**config.mk**
```make
export PLATFORM = sky130hd
export DESIGN_NAME = qrs_div_cell
export DESIGN_NICKNAME = d
export VERILOG_FILES = /design/src/rtl/qrs_pkg.sv /design/src/rtl/qrs_div_cell.sv
export SDC_FILE = /design/constraint.sdc
export NUM_CORES = 1
export LEC_CHECK = 0
export BUFFER_PORTS_ARGS = -buffer_cell sky130_fd_sc_hd__buf_2
export CAP_MARGIN = 15
export CORE_AREA = 5 5 235 237
export DETAILED_ROUTE_END_ITERATION = 6
export DIE_AREA = 0 0 240 242
export PLACE_DENSITY_LB_ADDON = 0.1
export SYNTH_ARGS = -nofsm -noshare
export SYNTH_HDL_FRONTEND = slang
export SYNTH_SLANG_ARGS = --single-unit
```
**constraint.sdc**
```tcl
create_clock -name clk -period 7.28 [get_ports clk]
set_input_delay 0 -clock clk [delete_from_list [all_inputs] [get_ports clk]]
set_output_delay 0 -clock clk [all_outputs]
set_load 0.02 [all_outputs]
```
**src/rtl/qrs_pkg.sv**
```systemverilog
// ----------------------------------------------------------------------------
// qrs_pkg: shared types of the quadratic root solver
// Holds the root classification codes used by the datapath and the result
// interface.
// ----------------------------------------------------------------------------
package qrs_pkg;

	// Classification of one equation.
	typedef enum logic [2:0] {
		KIND_TWO_REAL = 3'd0,
		KIND_DOUBLE   = 3'd1,
		KIND_COMPLEX  = 3'd2,
		KIND_LINEAR   = 3'd3,
		KIND_NONE     = 3'd4,
		KIND_EVERY    = 3'd5
	} kind_t;

endpackage

```
**src/rtl/qrs_div_cell.sv**
```systemverilog
// ----------------------------------------------------------------------------
// qrs_div_cell: one quotient bit of the restoring divider chain
// Two numerators share one divisor; each cell settles one bit of both
// quotients and hands the request on.
// ----------------------------------------------------------------------------
module qrs_div_cell import qrs_pkg::*; #(
	parameter int NW     = 50,
	parameter int DVW    = 33,
	parameter int BIT    = 0,
	parameter int SIDE_W = 5
) (
	input  logic              clk,
	input  logic              arst_n,
	input  logic              v_in,
	output logic              rdy_out,
	input  logic [NW-1:0]     n1_in,
	input  logic [NW-1:0]     n2_in,
	input  logic [NW-1:0]     q1_in,
	input  logic [NW-1:0]     q2_in,
	input  logic [DVW-1:0]    r1_in,
	input  logic [DVW-1:0]    r2_in,
	input  logic [DVW-1:0]    d_in,
	input  logic [SIDE_W-1:0] side_in,
	output logic              v_out,
	input  logic              rdy_in,
	output logic [NW-1:0]     n1_out,
	output logic [NW-1:0]     n2_out,
	output logic [NW-1:0]     q1_out,
	output logic [NW-1:0]     q2_out,
	output logic [DVW-1:0]    r1_out,
	output logic [DVW-1:0]    r2_out,
	output logic [DVW-1:0]    d_out,
	output logic [SIDE_W-1:0] side_out
);
	logic [DVW:0]   s1;
	logic [DVW:0]   s2;
	logic [DVW:0]   dx;
	logic [DVW:0]   t1;
	logic [DVW:0]   t2;
	logic [DVW-1:0] r1_nxt;
	logic [DVW-1:0] r2_nxt;
	logic [NW-1:0]  q1_nxt;
	logic [NW-1:0]  q2_nxt;

	// Compare and subtract for both lanes.
	always_comb begin
		s1     = {r1_in, n1_in[BIT]};
		s2     = {r2_in, n2_in[BIT]};
		dx     = {1'b0, d_in};
		t1     = s1 - dx;
		t2     = s2 - dx;
		q1_nxt = q1_in;
		q2_nxt = q2_in;
		if (s1 >= dx) begin
			r1_nxt      = t1[DVW-1:0];
			q1_nxt[BIT] = 1'b1;
		end else begin
			r1_nxt = s1[DVW-1:0];
		end
		if (s2 >= dx) begin
			r2_nxt      = t2[DVW-1:0];
			q2_nxt[BIT] = 1'b1;
		end else begin
			r2_nxt = s2[DVW-1:0];
		end
	end

	assign rdy_out = !v_out || rdy_in;

	// Valid bit of the stage.
	always_ff @(posedge clk or negedge arst_n) begin
		if (!arst_n) begin
			v_out <= 1'b0;
		end else if (rdy_out) begin
			v_out <= v_in;
		end
	end

	// Payload of the stage.
	always_ff @(posedge clk) begin
		if (rdy_out) begin
			n1_out   <= n1_in;
			n2_out   <= n2_in;
			q1_out   <= q1_nxt;
			q2_out   <= q2_nxt;
			r1_out   <= r1_nxt;
			r2_out   <= r2_nxt;
			d_out    <= d_in;
			side_out <= side_in;
		end
	end
endmodule

```
Yosys cells after proc, flatten, opt, wreduce, memory -nomap -nowiden
Cells that the tools add are included.
- flip-flop bits (word level): 305
- bits in latches: 0
- RAM bits: 0
- ROM bits: 0
- word-level logic and storage cells: 19
- memories kept: 0
- add/subtract/negate cells: 2
- multipliers: 0
- div/mod/pow operators: 0
- $lt $le $gt $ge: 2
- equality and inequality tests: 0
- shift-type cells: 0
- muxes and demuxes: 2
- bitwise gates (word level): 0
- reduce and logical (&&, ||, !) cells: 2
- operators by type and width (cell ; count):
    $ge A34 B33 Y1 ; 2
    $mux W33 ; 2
    $sub A33 B33 Y33 ; 2
    $logic_not A1 Y1 ; 1
    $logic_or A1 B1 Y1 ; 1

Logic depth before layout (Yosys ltp)
- depth after elaboration: 2
- depth in mapped cells: 14
- gate-level depth less buffers: 12

Worst setup path before layout
Ideal clock, no wire load.
- path kind: register -> register
- from: register v_out
- to: register d_out[0], enable pin
- setup time: 0.730 ns
- arrival time: 7.516 ns
- data required time: 6.550 ns
- slack: -0.966 ns
- stages on the path, launching flop included: 2
- period minus slack after synthesis: 8.246 ns
- cell sequence: dfrtp_1 nand2b_1
- word-level cells in the longest chain between the ends: 2
- ends and longest elaborated chain (what ; RTL line ; text):
    from (decl) ; qrs_div_cell.sv:24 ; output logic v_out,
    from (signal assigned) ; qrs_div_cell.sv:75 ; v_out <= v_in;
    $logic_not A1 Y1 ; qrs_div_cell.sv:68 ; assign rdy_out = !v_out || rdy_in;
    $logic_or A1 B1 Y1 ; qrs_div_cell.sv:68 ;
    named net rdy_out ; qrs_div_cell.sv:15 ; output logic rdy_out,
    to (signal assigned) ; qrs_div_cell.sv:88 ; d_out <= d_in;
    to (decl) ; qrs_div_cell.sv:32 ; output logic [DVW-1:0] d_out,
The timed path passes the listed nets, and every way through them passes these cells.
A chain may end at the register's enable or synchronous reset.

Worst setup path after layout
- from: input port n2_in[0]
- to: register r2_out[30], data pin
- word-level cells in the longest chain between the ends: 2
- elaborated cells on any way between the ends: 3
- ends and longest elaborated chain (what ; RTL line ; text):
    from (decl) ; qrs_div_cell.sv:17 ; input logic [NW-1:0] n2_in,
    $sub A33 B33 Y33 or $ge A34 B33 Y1 (tied branches) ; qrs_div_cell.sv:51, qrs_div_cell.sv:60 ;
    $mux W33 (*) ; qrs_div_cell.sv:60 ; if (s2 >= dx) begin
    named net r2_nxt[30] ; qrs_div_cell.sv:41 ; logic [DVW-1:0] r2_nxt;
    to (signal assigned) ; qrs_div_cell.sv:87 ; r2_out <= r2_nxt;
    to (decl) ; qrs_div_cell.sv:31 ; output logic [DVW-1:0] r2_out,
The timed path passes the listed nets; every way through them passes the cells marked *.

==> run metrics <==
Setup crit end kind flip-flop; initial antenna violation count 6; CP top delay family buffers and inverters; H-tree depth 2; Area Overhead vs Synth 58.8%; Worst EP arrival 4.48 ns; average via count per standard cell 4.43; R2R Path End q2_out[14]; Min-Delay Path Class in -> reg; CP Launch Type input pin; unrepaired setup endpoints after global routing no; power share of the sequential group 41.1%; DRC 0; Vias about 12k; maxcap violations 0; syn_area_per_cell about 14 sq um; Setup-failing EPs final 0; period utilization a little under three fifths; VDD IR max 130 uV; Worst-Margin Slew between 1 and 1.5 ns; synthesized instance count between 900 and 1k; sequential share of the synthesized area around 66%; fillers between 5k and 6k; max-slew violations 0; Worst-Skew Late Latency around 0.55 ns; post-synth cell types 69; Core ar. about 53,000 sq um; worst r2r src v_out; die width 240 um; Reg area just over 9000 sq um; drt initial violations ~750; clk slew on worst S/H paths 0.06 ns; Setup Buffers After CTS 0; final net count around 2.3k; TNS Setup 0 ns; total track usage about 17%; io pins between 600 and 700; Crit path required time a little under 8 ns; # port buffers about 610; WHS approximately 0.074 ns; total wire length between 50,000 and 60,000 um; antenna-violating nets left 0; type of the worst setup path in -> reg; row count 85; total die area 58,100 sq um; final hold viol count 0; Buf/Inv on CP 6; Worst Hold Path EP r1_out[30]; vias in the first global route 12.5k; Top FF cell, synth edfxtp_1; count of flip-flops with a built-in enable after synthesis 304; synth warn 0; CTS Buf Count 37; Pre-Repair DR Iteration Count 4; Worst Skew 0.0131 ns; clock network power share between 30% and 40%; WL/cell approximately 20 um; switching part of the total between 20 and 30%; Net Sw Power 1.48 mW; critical path's slowest cell a41oi_4; Max Fanout on Critical Path 20; power per cell area between 200 and 250 nW/um^2; largest net degree at the start of global routing around 160; R2R cell count 2; multi-input logic area approximately 4500 sq um; TritonCTS clock tree built; Critical Path, Cell by Cell dlygate4sd3_1 > buf_2 > inv_1 > ha_1 > inv_1 > fa_1 > a211oi_2 > o21ai_1 > nand2_1 > nand3_2 > a211oi_4 > o31ai_4 > a41oi_4 > buf_4 > a22o_1 > dlygate4sd3_1; Post-Syn Area ~14,000 sq um; #FFs+latches synth around 310; wire length of the first global-routing pass just under 80,000 um; Final Wtd Congestion about 0.83; status completed; Pwr Total 5.31 mW; fmax around 0.25 GHz; Tmin final between 4 and 5 ns; max_slew headroom 32.1%; slowest stage delay, CP roughly 0.7 ns; Comb power frac between 20% and 30%; asr flop ratio synth less than 1%; commonest non-fill, non-tap cells in the layout 613 x buf_2, 306 x dlygate4sd3_1, 304 x edfxtp_1; Max clock buf depth 3; final core utilization between 40% and 50%; initial core utilization 26.3%; CTS sink count 305; Congestion Overflow GR 0; PostCTS Resize Cnt 0; R2R Setup Slk ~5.3 ns; commonest non-fill, non-tap cell in the layout buf_2; clk root buf clkbuf_16; HPWL after DPL around 42,000 um; Int Power 3.84 mW; leakage slightly below 10 nW; ratio of cells with drive above 1 in the final layout between 30% and 40%; post-synth net total between 1k and 1.5k; Vert. Die Dim roughly 240 um; worst hold path startpoint r1_in[32]; Hold Path Depth 5
metrics by stage:
| stage | worst slack, ns | std cells | cell area [sq um] |
|---|---|---|---|
| 2_1_floorplan | 2.56 | 989 | 14000 |
| 3_3_place_gp | 3.41 | 2274 | 17800 |
| 3_5_place_dp | 3.34 | 2274 | 17800 |
| 4_1_cts | 3.17 | 2644 | 22100 |
| 5_1_grt | 2.91 | 2648 | 22100 |
| 6_report | 3.22 | 2649 | 22200 |
Yosys cell counts (5+ instances only):
cell type | n | area, sq um
a211oi_1 | 10 | 75.1
xor2_1 | 27 | 236
ha_1 | 66 | 826
inv_1 | 50 | 188
o31ai_1 | 6 | 45.0
clkbuf_1 | 11 | 41.3
nor2_1 | 34 | 128
xnor2_1 | 29 | 254
nand4_1 | 20 | 125
o21bai_1 | 5 | 37.5
o211ai_1 | 6 | 45.0
mux2_2 | 7 | 78.8
o21ai_0 | 56 | 280
or2_2 | 5 | 31.3
a21oi_1 | 66 | 330
and3_1 | 8 | 50.1
nand2b_1 | 12 | 75.1
buf_2 | 13 | 65.1
nor3_1 | 13 | 65.1
mux2_4 | 26 | 390
o21a_1 | 7 | 52.6
a21o_1 | 43 | 323
nand2_1 | 75 | 282
o21ai_1 | 7 | 35.0
edfxtp_1 | 304 | 9130
nand3_1 | 9 | 45.0
sequential cells by signal (all words and copies together), names as in the netlist:
register / count
n1_out: 50
n2_out: 50
q1_out: 50
q2_out: 50
d_out: 33
r1_out: 33
r2_out: 33
side_out: 5
v_out: 1
power by group through the flow:
| stage | clock, mW | combinational (mW) | sequential (mW) |
|---|---|---|---|
| after floorplan | 0 | 0.420 | 2.45 |
| after global routing | 2.10 | 1.27 | 2.20 |
| after detailed placement | 0 | 1.05 | 2.22 |
| after CTS | 2.03 | 1.19 | 2.19 |
| final | 1.95 | 1.17 | 2.18 |
| after global placement | 0 | 1.05 | 2.22 |
worst max-delay path by stage:
stage                   from          to  slack, ns  cells past startpoint
floorplan              v_out    d_out[0]       2.56                      1
detailed placement  n2_in[0]   r2_out[3]       3.34                     14
finish              n2_in[0]  r2_out[30]       3.22                     16
global placement    n2_in[0]   r2_out[1]       3.41                     14
global route        n2_in[0]  r2_out[30]       2.91                     16
CTS                 n2_in[0]  r2_out[30]       3.17                     16
worst min-delay path, delay by kind of cell:
family | cells | cell delay [ns]
buffers and inverters | 2 | 0.15
AO/OA/AOI/OAI | 3 | 0.34
repair_timing:
action                                  in CTS  in global routing
endpoints found under the hold margin      306                  0
hold buffers                               306                  0
endpoints found under the setup margin       0                  0
area by class of cell:
class                           instances  share of cell area (%)
Sequential cell                       305                    41.3
Timing Repair Buffer                  924                    27.9
Multi-Input combinational cell        605                    20.2
Clock buffer                           42                    4.36
Tap cell                              696                    3.93
Clock inverter                         22                    1.41
Inverter                               50                   0.847
Antenna cell                            5                  0.0565
cells by family after synthesis:
family / synth area share [%]
buffers and inverters: 2.44
DFF: 65.6
and+or+nand+nor: 6.84
xor gates and xnor gates: 3.52
AOI/OAI and AO/OA: 11.8
muxes: 3.58
adders and majority gates: 6.21
routing by layer:
| metal | global-route usage (%) | up-vias | wire, um |
|---|---|---|---|
| met5 | 0 | - | 13 |
| met4 | 4.34 | 2 | 1230 |
| met3 | 4.31 | 69 | 3700 |
| met2 | 32.4 | 392 | 27800 |
| met1 | 19.5 | 5629 | 20100 |
| li1 | - | 5651 | - |
Note: power is estimated with default switching activity, not from simulation.
