$ cat config.mk
export PLATFORM = sky130hd
export DESIGN_NAME = qrs_sqrt_cell
export DESIGN_NICKNAME = d
export VERILOG_FILES = /design/src/rtl/qrs_pkg.sv /design/src/rtl/qrs_sqrt_cell.sv
export SDC_FILE = /design/constraint.sdc
export NUM_CORES = 1
export LEC_CHECK = 0
export ABC_AREA = 1
export BUFFER_PORTS_ARGS = -buffer_cell sky130_fd_sc_hd__buf_2
export CORE_UTILIZATION = 54
export DETAILED_ROUTE_END_ITERATION = 12
export GPL_TIMING_DRIVEN = 0
export PLACE_DENSITY_LB_ADDON = 0.12
export RECOVER_POWER = 50
export SLEW_MARGIN = 20
export SYNTH_ARGS = -nofsm -noshare
export SYNTH_HDL_FRONTEND = slang
export SYNTH_SLANG_ARGS = --single-unit
$ cat constraint.sdc
create_clock -name clk -period 7.39 [get_ports clk]
set_input_delay 0.3695 -clock clk [delete_from_list [all_inputs] [get_ports clk]]
set_output_delay 0.3695 -clock clk [all_outputs]
set_load 0.02 [all_outputs]
$ cat src/rtl/qrs_pkg.sv
// ----------------------------------------------------------------------------
// qrs_pkg: shared types of the quadratic root solver
// Holds the root classification codes used by the datapath and the result
// interface.
// ----------------------------------------------------------------------------
package qrs_pkg;

	// Classification of one equation.
	typedef enum logic [2:0] {
		KIND_TWO_REAL = 3'd0,
		KIND_DOUBLE   = 3'd1,
		KIND_COMPLEX  = 3'd2,
		KIND_LINEAR   = 3'd3,
		KIND_NONE     = 3'd4,
		KIND_EVERY    = 3'd5
	} kind_t;

endpackage

$ cat src/rtl/qrs_sqrt_cell.sv
// ----------------------------------------------------------------------------
// qrs_sqrt_cell: one digit of the restoring square root chain
// Brings two radicand bits into the partial remainder, settles one root bit
// and hands the request to the next cell.
// ----------------------------------------------------------------------------
module qrs_sqrt_cell import qrs_pkg::*; #(
	parameter int SW     = 33,
	parameter int BIT    = 0,
	parameter int SIDE_W = 8
) (
	input  logic              clk,
	input  logic              arst_n,
	input  logic              v_in,
	output logic              rdy_out,
	input  logic [2*SW-1:0]   x_in,
	input  logic [SW-1:0]     q_in,
	input  logic [SW+2:0]     r_in,
	input  logic [SIDE_W-1:0] side_in,
	output logic              v_out,
	input  logic              rdy_in,
	output logic [2*SW-1:0]   x_out,
	output logic [SW-1:0]     q_out,
	output logic [SW+2:0]     r_out,
	output logic [SIDE_W-1:0] side_out
);
	localparam int RW = SW + 3;

	logic [RW-1:0] r_sh;
	logic [RW-1:0] trial;
	logic [RW-1:0] r_nxt;
	logic [SW-1:0] q_nxt;

	// Trial subtraction of 4q+1 from the shifted remainder.
	always_comb begin
		r_sh  = {r_in[RW-3:0], x_in[2*BIT+1 -: 2]};
		trial = RW'({q_in, 2'b01});
		if (r_sh >= trial) begin
			r_nxt = r_sh - trial;
			q_nxt = {q_in[SW-2:0], 1'b1};
		end else begin
			r_nxt = r_sh;
			q_nxt = {q_in[SW-2:0], 1'b0};
		end
	end

	assign rdy_out = !v_out || rdy_in;

	// Valid bit of the stage.
	always_ff @(posedge clk or negedge arst_n) begin
		if (!arst_n) begin
			v_out <= 1'b0;
		end else if (rdy_out) begin
			v_out <= v_in;
		end
	end

	// Payload of the stage.
	always_ff @(posedge clk) begin
		if (rdy_out) begin
			x_out    <= x_in;
			q_out    <= q_nxt;
			r_out    <= r_nxt;
			side_out <= side_in;
		end
	end
endmodule

# Word level (Yosys, flattened, before mapping)
# Index checks and enable logic that the tools add are counted.
classes:
  order_cmp: 1
  n_reduce_logical: 2
  add_sub_neg: 1
  mux: 2
op_table:
  columns: ["op", "n"]
  rows:
  - ["36-bit by 35-bit >= comparator with 1-bit output", 1]
  - ["36-bit 2-to-1 mux", 1]
  - ["36-bit by 35-bit subtractor with 36-bit output", 1]
  - ["1-bit zero test", 1]
  - ["1-bit logical OR", 1]
  - ["1-bit 2-to-1 mux", 1]
totals:
  ff_bits: 144
  out_inout_bits: 145
  inputBits: 147
  word_cells: 11

# Longest topological paths before layout
# Gate-level depths: netlist (run 1).
depth:
  ltp_word: 2
  ltp_mapped: 16
  depth_no_buf: 15

# Worst setup path before layout (run 1)
# OpenSTA, ideal clock, no wires.
synth_timing:
  kind: "register to register"
  startpoint: "register v_out"
  endpoint: "register q_out[0], enable pin"
  arrival_ns: 2.922
  stages_incl_launch_ff: 2
  slack_ns: 3.207
  required_ns: 6.129
  period_less_slack_ns: 4.183
  n_path_buf: 0
  setup_ns: 1.261
  cell_sequence: "dfrtp_1 nand2_1"
synth_between:
  elab_chain_len: 2
synth_lines:
  columns: ["item", "line", "text"]
  rows:
  - ["start, declared", "qrs_sqrt_cell.sv:19", "output logic v_out,"]
  - ["start signal, assigned", "qrs_sqrt_cell.sv:53", "v_out <= v_in;"]
  - ["1-bit zero test", "qrs_sqrt_cell.sv:46", "assign rdy_out = !v_out || rdy_in;"]
  - ["1-bit logical OR", "qrs_sqrt_cell.sv:46", null]
  - ["named net rdy_out", "qrs_sqrt_cell.sv:14", "output logic rdy_out,"]
  - ["end signal, assigned", "qrs_sqrt_cell.sv:61", "q_out <= q_nxt;"]
  - ["end, declared", "qrs_sqrt_cell.sv:22", "output logic [SW-1:0] q_out,"]
# The timed path passes the listed nets, and every way through them passes these cells.
# A chain may end at the register's enable or synchronous reset.

# Worst setup path after layout (run 1)
layout_timing:
  startpoint: "register v_out"
  endpoint: "output port rdy_out"
layout_between:
  elab_chain_len: 2
layout_lines:
  columns: ["item", "line"]
  rows:
  - ["1-bit zero test", "qrs_sqrt_cell.sv:46"]
  - ["1-bit logical OR", "qrs_sqrt_cell.sv:46"]
  - ["end, declared", "qrs_sqrt_cell.sv:14"]
# Every way passes these cells.

==> flow_summary.yaml, run 1 <==
outcome:
  status: "finished, violations left"
  violations: "capacitance limit, slew limit"
cells_and_area:
  multi_input_area_um2: 2736
  syn_to_final_growth_pct: 28.33
  fin_area_um2: 9788
  fin_nets: 1325
  drive_gt1_frac: 0.2320
  n_fill_cell: 1149
  seq_area_um2: 4319
sta:
  hold_viol_final: 0
  fmax_mhz: 325.3
  slew_headroom: -0.1688
  fin_setup_tns_ps: 0
  worst_pin_slew_ps: 1749
  layout_min_cycle_time_ps: 3074
  setup_viol: 0
  clock_skew_ps: 9.952
  period_share: 0.4160
  drv_slew: 40
  grt_setup_unrepaired: "no"
critical_path:
  rr_worst_depth: 2
  slowest_delay_ps: 1260
  slowest_stage: "nand2_1"
  crit_family: "simple AND/OR/NAND/NOR gates"
  crit_chain: "nand2_1 > buf_16 > buf_2"
  cp.required_ps: 7020
  cp_num_cells: 3
  crit_fanout: 60
  path_buf_inv: 2
  crit_arrival_ps: 2700
  start_kind: "register"
  worstSetupPathType: "reg2out"
  endpoint_kind: "primary output"
clock_network:
  cts_tree: "yes"
  path_clk_slew_ps: 60
  post_cts_buffers: 0
  cts-root-buf: "clkbuf_16"
  insertion_delay_ps: 430
  numCtsBuffers: 17
  cts_max_level: 4
  clock_sinks: 144
  clockBufferDepth: 2
  cts-resized-gates: 0
synthesis:
  synth_seq_area_share: 0.5663
  synthesis.nets: 1014
  synth-edff-count: 143
  synthCells: 832
  ys_ff_latch: 144
  synth_top_area_cell: "edfxtp_1"
  synth_top_area_frac: 0.5630
  postSynth.asyncResetShare: 0.006944
  avgSynthCellArea_um2: 9.167
  yosysWarnings: 0
  synth_top_cells_by_area: "edfxtp_1 56%, nand2_1 15%, inv_1 6.3%"
  synth_ff_type: "edfxtp_1"
  syn-cell-area_um2: 7627
  synth_cell_types: 26
pwr:
  p_leak_nw: 4.823
  pwr-share-comb: 0.221
  powerDensity_nw_per_um2: 238.0
  p_int_w: 0.001621
  max-vdd-ir-drop_v: 0.0001283
  netSwitchingFraction: 0.3040
  switching_power_w: 0.0007082
  clkPwrFrac: 0.344
  seq_power_share: 0.436
  power.total_w: 0.002329
routing:
  routedWlPerCell_um: 15.75
  wl_met3_um: 1597
  met1_length_um: 8447
  drc: 0
  met2_length_um: 10540
  viasPerCell: 4.906
  first_pass_iters: 5
  drt-total-wl_um: 21040
  top_layer: "met5"
  num_vias: 6555
  drtAntennaViolNets: 0
  drt_iter0_markers: 388
placement:
  place_congestion: 0.9611
  dpl.hpwl_um: 16680
  placed_area_um2: 9354
  numPortBuffers: 289
floorplanning:
  start_util: 0.5516
  die_w_um: 120.8
  fp.dieH_um: 120.8
  ios: 292
  coreArea_um2: 13830
  rows: 43
  fp.dieArea_um2: 14600
min_path:
  min_path_type: "in2reg"
  whs_path_depth: 1
global_routing:
  antenna_found_initial: 2
  grt_pass1_wl_um: 32230
  grt_pass1_vias: 6297
  grt_overflow: 0
  grt_start_max_net_pins: 61
  grt_use_total: 0.2965
run:
  cap_violations: 1
[synthesized netlist by cell type, types with 7 or more instances]
cell and instances:
xor2_1 18, nand2_2 7, o21ai_0 9, edfxtp_1 143, nand3_1 27, nor3_1 8
nand2_1 310, inv_1 129, nor2_1 66, ha_1 35, a21oi_1 26, nand3b_1 11
nand3_2 11
[cell families (layout without fill, tap and decap cells)]
| family | after synthesis | count (layout) | synth area share |
|---|---|---|---|
| simple gates | 454 | 454 | 0.2526 |
| flops | 144 | 144 | 0.5663 |
| buf+inv | 141 | 464 | 0.07497 |
| compound gates | 39 | 39 | 0.02690 |
| fa+ha+maj | 35 | 35 | 0.05741 |
| xor+xnor | 19 | 19 | 0.02182 |
| other cells | 0 | 1 | 0 |
[power by group through the flow]
| stage | Combinational (W) | Sequential [W] | Clock [W] |
|---|---|---|---|
| 5_1_grt | 0.000567 | 0.00102 | 0.000842 |
| 2_1_floorplan | 0.000230 | 0.00114 | 0 |
| 3_5_place_dp | 0.000523 | 0.00103 | 0 |
| 6_report | 0.000514 | 0.00102 | 0.000801 |
| 4_1_cts | 0.000526 | 0.00101 | 0.000809 |
| 3_3_place_gp | 0.000512 | 0.00104 | 0 |
[routing by layer]
metal,track usage,vias to the layer above
li1,-,3294
met1,0.3551,2971
met2,0.5111,258
met3,0.07783,30
met4,0.1096,2
met5,0,-
[cell usage in the layout, fill, tap and decap left out, types with 2 or more instances in the layout]
| cell type | count |
|---|---|
| clkinvlp_4 | 2 |
| nand3b_1 | 11 |
| clkbuf_16 | 17 |
| nand3_2 | 11 |
| clkinv_2 | 5 |
| o21ai_0 | 9 |
| buf_12 | 2 |
| ha_1 | 35 |
| nand3_1 | 27 |
| o21bai_1 | 3 |
| xor2_1 | 18 |
| buf_6 | 3 |
| nor2_4 | 2 |
| buf_2 | 201 |
| nor3_1 | 8 |
| nand2_2 | 7 |
| inv_2 | 5 |
| nor2_2 | 5 |
| clkbuf_1 | 92 |
| nor2_1 | 66 |
| and2_1 | 2 |
| edfxtp_1 | 143 |
| inv_6 | 2 |
| inv_1 | 129 |
| nand2_1 | 310 |
| clkinv_4 | 3 |
| nand4_1 | 4 |
| a21oi_1 | 26 |
[worst register-to-register path, stage by stage (launching register included)]
cell,delay [ps]
dfrtp_1,390
nand2_1,1260
buf_16,370
[state kept, by name, indices dropped and copies added (netlist names)]
| register | flops |
|---|---|
| q_out | 33 |
| r_out | 36 |
| side_out | 8 |
| v_out | 1 |
| x_out | 66 |
[final cells by class]
type,instances,share of cell area
diodes,1,0.0002557
plain buffers,7,0.007031
clock buffers,18,0.04385
clock inverters,13,0.01163
inverters,134,0.05139
multi-input cells,547,0.2796
flip-flops and latches,144,0.4413
well taps,180,0.02301
repair buffers,292,0.1420
[final timing paths]
path	start	to	slack [ps]
setup / recovery	v_out	rdy_out	4320
hold / removal	x_in[47]	x_out[47]	120
setup reg to reg	v_out	q_out[29]	5010
hold reg to reg	v_out	x_out[33]	1810
max in group asynchronous	arst_n	v_out	7000
min in group asynchronous	arst_n	v_out	260
[timing repair]
| action | in CTS | in global routing |
|---|---|---|
| hold endpoints to repair | 1 | 0 |
| setup endpoints to repair | 0 | 0 |
| hold buffers | 1 | 0 |
[stage by stage]
| step | instances | worst slack [ps] | hold slack (ps) | utilization |
|---|---|---|---|---|
| floorplan | 832 | 3207 | 73.91 | - |
| global route | 1336 | 4140 | 102.1 | 0.7079 |
| detailed placement | 1303 | 4803 | 155.8 | 0.6765 |
| global placement | 1301 | 1726 | 153.8 | 0.6725 |
| CTS | 1335 | 5118 | 107.7 | 0.7165 |
| finish | 1336 | 4316 | 116.9 | 0.7079 |
Note: power is estimated with default switching activity, not from simulation.
==> run 2: changes to the inputs <==
--- a/config.mk
+++ b/config.mk
@@ -7,7 +7,7 @@
 export LEC_CHECK = 0
 export ABC_AREA = 1
 export BUFFER_PORTS_ARGS = -buffer_cell sky130_fd_sc_hd__buf_2
-export CORE_UTILIZATION = 54
+export CORE_UTILIZATION = 45
 export DETAILED_ROUTE_END_ITERATION = 12
 export GPL_TIMING_DRIVEN = 0
 export PLACE_DENSITY_LB_ADDON = 0.12
==> constraint.sdc (replaced) <==
create_clock -name clk -period 2.7 [get_ports clk]
set_input_delay 0.135 -clock clk [delete_from_list [all_inputs] [get_ports clk]]
set_output_delay 0.135 -clock clk [all_outputs]
set_load 0.02 [all_outputs]
==> run 2 against run 1 <==
- wire length is 15% higher
- via count is 8.2% higher
- clock skew hardly changed
- register-to-register slack worse by 4000 ps
- the flow now finishes without violations
- clock-buffer cell count stayed put
- global-route usage is 1.3 points lower
- core utilization is 3.3 points lower
- power grew to 2.9 times the previous value
- largest cell class unchanged
- sequential cell count stayed put
- combinational power grew to 3.1 times the previous value
- critical path depth is 12 higher
- critical path type is now in2reg
- cell count is 13% higher
==> flow_summary.yaml, run 2 (synthesis gave the netlist of run 1 again) <==
outcome:
  status: "finished clean"
critical_path:
  reg2reg_to: "q_out[29]"
  worstSetupPathType: "in2reg"
  crit_fanout: 10
  cp.required_ps: 2870
  worstReg2RegStart: "v_out"
  crit_path_end: "r_out[35]"
  rr_worst_depth: 2
  endpoint_kind: "register"
  start_kind: "input pin"
  crit_start: "q_in[16]"
  reg2reg_setup_slack_ps: 1040
  crit_arrival_ps: 2660
floorplanning:
  die_w_um: 132.2
  coreArea_um2: 16580
  ios: 292
  fp.dieArea_um2: 17470
  fp.dieH_um: 132.2
  start_util: 0.4599
  rows: 47
global_routing:
  use_met1: 0.3360
  use_met3: 0.06613
  met2_usage: 0.4974
  grt_pass1_wl_um: 37490
  grt_overflow: 0
  antenna_found_initial: 0
  busiest_layer: "met2"
  grt_pass1_vias: 7127
  grt_start_max_net_pins: 79
  grt_use_total: 0.2839
routing:
  routedWlPerCell_um: 16.00
  drt-total-wl_um: 24200
  drtAntennaViolNets: 0
  drc: 0
  viasPerCell: 4.689
  drt_iter0_markers: 401
  num_vias: 7095
  first_pass_iters: 5
cells_and_area:
  regMostFlops: "x_out"
  diodes: 0
  reg_top3: "x_out: 66 flops, r_out: 36 flops, q_out: 33 flops"
  syn_to_final_growth_pct: 46.70
  largest_reg_flops: 66
  fin_nets: 1462
  drive_gt1_frac: 0.1717
  final_common_cell: "nand2_1"
  final_cells: 1513
  mostFrequentLayoutCells: "309 x nand2_1, 151 x buf_2, 143 x edfxtp_1, 139 x clkbuf_1, 139 x dlygate4sd3_1"
clock_network:
  path_clk_slew_ps: 60
  cts_tree: "yes"
  clock_sinks: 144
  cts-root-buf: "clkbuf_16"
  insertion_delay_ps: 430
  clockBufferDepth: 2
  cts_max_level: 4
  numCtsBuffers: 17
sta:
  setup_viol: 0
  worst_pin_slew_ps: 545.5
  period_share: 0.9222
  hold_viol_final: 0
  fin_setup_tns_ps: 0
  grt_setup_unrepaired: "no"
  clock_skew_ps: 9.570
  hold_slack_ps: 12.43
  drv_slew: 0
  fmax_mhz: 401.6
  layout_min_cycle_time_ps: 2490
  slew_headroom: 0.6363
placement:
  place_inst: 1342
  numPortBuffers: 289
  dpl.hpwl_um: 16620
  place_congestion: 0.8999
pwr:
  power.total_w: 0.006686
  p_int_w: 0.004584
  pwr-share-comb: 0.234
  netSwitchingFraction: 0.3144
  seq_power_share: 0.416
  clkPwrFrac: 0.350
  max-vdd-ir-drop_v: 0.0004450
  powerDensity_nw_per_um2: 597.6
  switching_power_w: 0.002102
  p_leak_nw: 5.265
min_path:
  min_path_type: "in2reg"
run:
  cap_violations: 0
-- run 2: power groups by stage --
stage	Combinational, W	Clock [W]	Sequential (W)
2_1_floorplan	0.000629	0	0.00312
3_3_place_gp	0.00142	0	0.00282
3_5_place_dp	0.00143	0	0.00281
4_1_cts	0.00160	0.00236	0.00277
5_1_grt	0.00172	0.00244	0.00280
6_report	0.00157	0.00234	0.00278
-- run 2: repair_timing --
item / in CTS / in global routing
resized for setup: 0 / 2
hold buffers: 139 / 0
setup buffers: 0 / 0
setup endpoints to repair: 0 / 2
endpoints found under the hold margin: 138 / 0
-- run 2: metal layers --
layer,share of wire,vias to the layer above
met5,0,-
met4,0.033,0
met3,0.062,43
met2,0.49,248
met1,0.42,3233
li1,-,3571
-- run 2: final cells by class --
cell class,count,area (um^2)
Clock inverter,14,143.9
Buffer,7,73.82
Fill cell,1446,5394
Clock buffer,18,429.2
Multi-Input combinational cell,547,2753
Timing Repair Buffer,429,2693
Sequential cell,144,4319
Tap cell,220,275.3
Inverter,134,503.0
-- run 2: worst max-delay path: stages --
cell	delay, ps
dlygate4sd3_1	550
clkbuf_1	140
inv_1	60
ha_1	360
nand2_2	140
inv_1	50
nand2_1	50
nand2_1	90
a21oi_1	220
nand3_2	200
nand3_2	100
nand2_2	60
inv_2	160
clkbuf_4	260
a21oi_1	80
-- run 2: per-stage QoR --
step | cell area [um^2] | util | setup WS (ps)
6_report | 11190 | 0.6747 | 210.0
5_1_grt | 11190 | 0.6747 | 2.872
4_1_cts | 11360 | 0.6849 | 219.3
3_5_place_dp | 9393 | 0.5664 | 327.1
3_3_place_gp | 9351 | 0.5639 | -674.0
2_1_floorplan | 7630 | - | 2.478
-- run 2: worst min-delay path by stage --
stage	startpoint	end	cells after the start
detailed placement	arst_n	v_out	1
global placement	arst_n	v_out	1
floorplan	arst_n	v_out	0
global route	r_in[28]	r_out[30]	3
finish	r_in[28]	r_out[30]	3
CTS	r_in[20]	r_out[22]	3
==> run 3: changes to the inputs <==
--- a/config.mk
+++ b/config.mk
@@ -7,6 +7,7 @@
 export LEC_CHECK = 0
 export ABC_AREA = 1
 export BUFFER_PORTS_ARGS = -buffer_cell sky130_fd_sc_hd__buf_2
+export CORE_ASPECT_RATIO = 1.1
 export CORE_UTILIZATION = 45
 export DETAILED_ROUTE_END_ITERATION = 12
 export GPL_TIMING_DRIVEN = 0
==> run 3 against run 2 <==
- cell area decreased by 0.58%
- clock skew is 1.4 ps higher
- worst hold slack better by 2.8 ps
- sequential share of layout area grew 0.23 points
- core utilization is essentially flat
- die area is essentially flat
- wire length down 0.46%
- largest power group unchanged
==> flow_summary.yaml, run 3 (synthesis gave the netlist of run 1 again) <==
sta:
  layout_min_cycle_time_ps: 2486
  setup_slack_ps: 214.4
  slew_headroom: 0.6588
  clock_skew_ps: 11.01
  drv_slew: 0
  fin_setup_tns_ps: 0
  setup_viol: 0
  hold_viol_final: 0
  worst_pin_slew_ps: 511.7
  grt_setup_unrepaired: "no"
  period_share: 0.9206
  fmax_mhz: 402.3
critical_path:
  crit_fanout: 10
  endpoint_kind: "register"
  crit_arrival_ps: 2650
  start_kind: "input pin"
  slowest_delay_ps: 530
  slowest_stage: "dlygate4sd3_1"
  reg2reg_setup_slack_ps: 1050
  crit_chain: "dlygate4sd3_1 > clkbuf_1 > inv_1 > ha_1 > nand2_2 > inv_1 > nand2_1 > nand2_1 > a21oi_1 > nand3_2 > nand3_2 > nand2_2 > inv_2 > clkbuf_4 > a21oi_1"
  worstSetupPathType: "in2reg"
  cp.required_ps: 2870
routing:
  first_pass_iters: 6
  drt-total-wl_um: 24090
  drt_iter0_markers: 443
  num_vias: 7079
  viasPerCell: 4.751
  routedWlPerCell_um: 16.17
  drtAntennaViolNets: 0
  drc: 0
floorplanning:
  rows: 49
  ios: 292
  fp.dieH_um: 138.5
  start_util: 0.4625
  fp.dieArea_um2: 17470
  coreArea_um2: 16490
  die_w_um: 126.1
cells_and_area:
  diodes: 0
  fin_nets: 1455
  final_cells: 1490
  reg_top3: "x_out: 66 flops, r_out: 36 flops, q_out: 33 flops"
  drive_gt1_frac: 0.1726
  syn_to_final_growth_pct: 45.85
  final_common_cell: "nand2_1"
  n_fill_cell: 1415
  mostFrequentLayoutCells: "309 x nand2_1, 151 x buf_2, 143 x edfxtp_1, 138 x clkbuf_1, 132 x dlygate4sd3_1"
  regMostFlops: "x_out"
  seq_area_um2: 4319
  largest_reg_flops: 66
  multi_input_area_um2: 2753
  fin_area_um2: 11120
clock_network:
  cts_tree: "yes"
  cts-root-buf: "clkbuf_16"
  path_clk_slew_ps: 60
  post_cts_buffers: 0
  insertion_delay_ps: 420
  clock_sinks: 144
  cts_max_level: 4
  clockBufferDepth: 2
  numCtsBuffers: 17
pwr:
  power.total_w: 0.006746
  max-vdd-ir-drop_v: 0.0003978
  p_leak_nw: 5.257
  powerDensity_nw_per_um2: 606.4
global_routing:
  grt_pass1_vias: 6993
  grt_overflow: 0
  grt_use_total: 0.2757
  antenna_found_initial: 0
  grt_start_max_net_pins: 83
  grt_pass1_wl_um: 36630
placement:
  dpl.hpwl_um: 17140
  placed_area_um2: 9373
  place_congestion: 0.8930
  place_inst: 1326
  numPortBuffers: 289
  pre_cts_slack_ps: 343.2
outcome:
  status: "finished clean"
min_path:
  min_path_type: "in2async"
run:
  cap_violations: 0
## run 3: changes by cell type in the layout (fill, tap and decap cells not counted), sizes merged
| cell | change |
|---|---|
| clkbuf | -1 |
| clkinvlp | -2 |
| bufinv | +1 |
| dlygate4sd3 | -7 |
| clkinv | +2 |
## run 3: critical path: cells and delay by family
family	cells	cell delay, ps
AOI/OAI and AO/OA	2	300
adders and majority gates	1	350
buffers and inverters	6	1250
and+or+nand+nor	6	600
## run 3: path summary, 6_finish.rpt
path,startpoint,end,cells past startpoint
min in group clk,r_in[2],r_out[4],3
hold reg to reg,v_out,v_out,2
max in group asynchronous,arst_n,v_out,2
setup / recovery,q_in[13],r_out[35],15
setup reg to reg,v_out,q_out[24],2
hold / removal,arst_n,v_out,2
## run 3: power by group
group	switching [W]	internal, W	total (W)
clock	0.00100	0.00139	0.00240
sequential	0.0000575	0.00272	0.00278
combinational	0.00101	0.000555	0.00157
total	0.00207	0.00467	0.00675
## run 3: final cells by class
type | count | area share
Buffer | 7 | 0.006636
Timing Repair Buffer | 422 | 0.2357
Tap cell | 204 | 0.02294
Clock inverter | 15 | 0.01552
Sequential cell | 144 | 0.3883
Inverter | 134 | 0.04521
Clock buffer | 17 | 0.03824
Multi-Input combinational cell | 547 | 0.2474
## run 3: routing by layer
metal / part of all wire / vias to the layer above / track usage / routed length, um
li1: - / 3552 / - / -
met1: 0.40 / 3206 / 0.3161 / 9564
met2: 0.51 / 275 / 0.4984 / 12170
met3: 0.067 / 46 / 0.05826 / 1620
met4: 0.030 / 0 / 0.1091 / 732
met5: 0 / - / 0 / 0
## run 3: per-stage QoR
step / hold WS, ps / utilization
global placement: -87.78 / 0.5658
detailed placement: -85.49 / 0.5683
finish: 15.23 / 0.6745
CTS: 0.1908 / 0.6847
floorplan: -160.6 / -
global route: 6.181 / 0.6745
## run 3: repair_timing
item,in CTS,in global routing
hold endpoints to repair,132,0
resized for setup,0,2
setup endpoints to repair,0,4
hold buffers,132,0
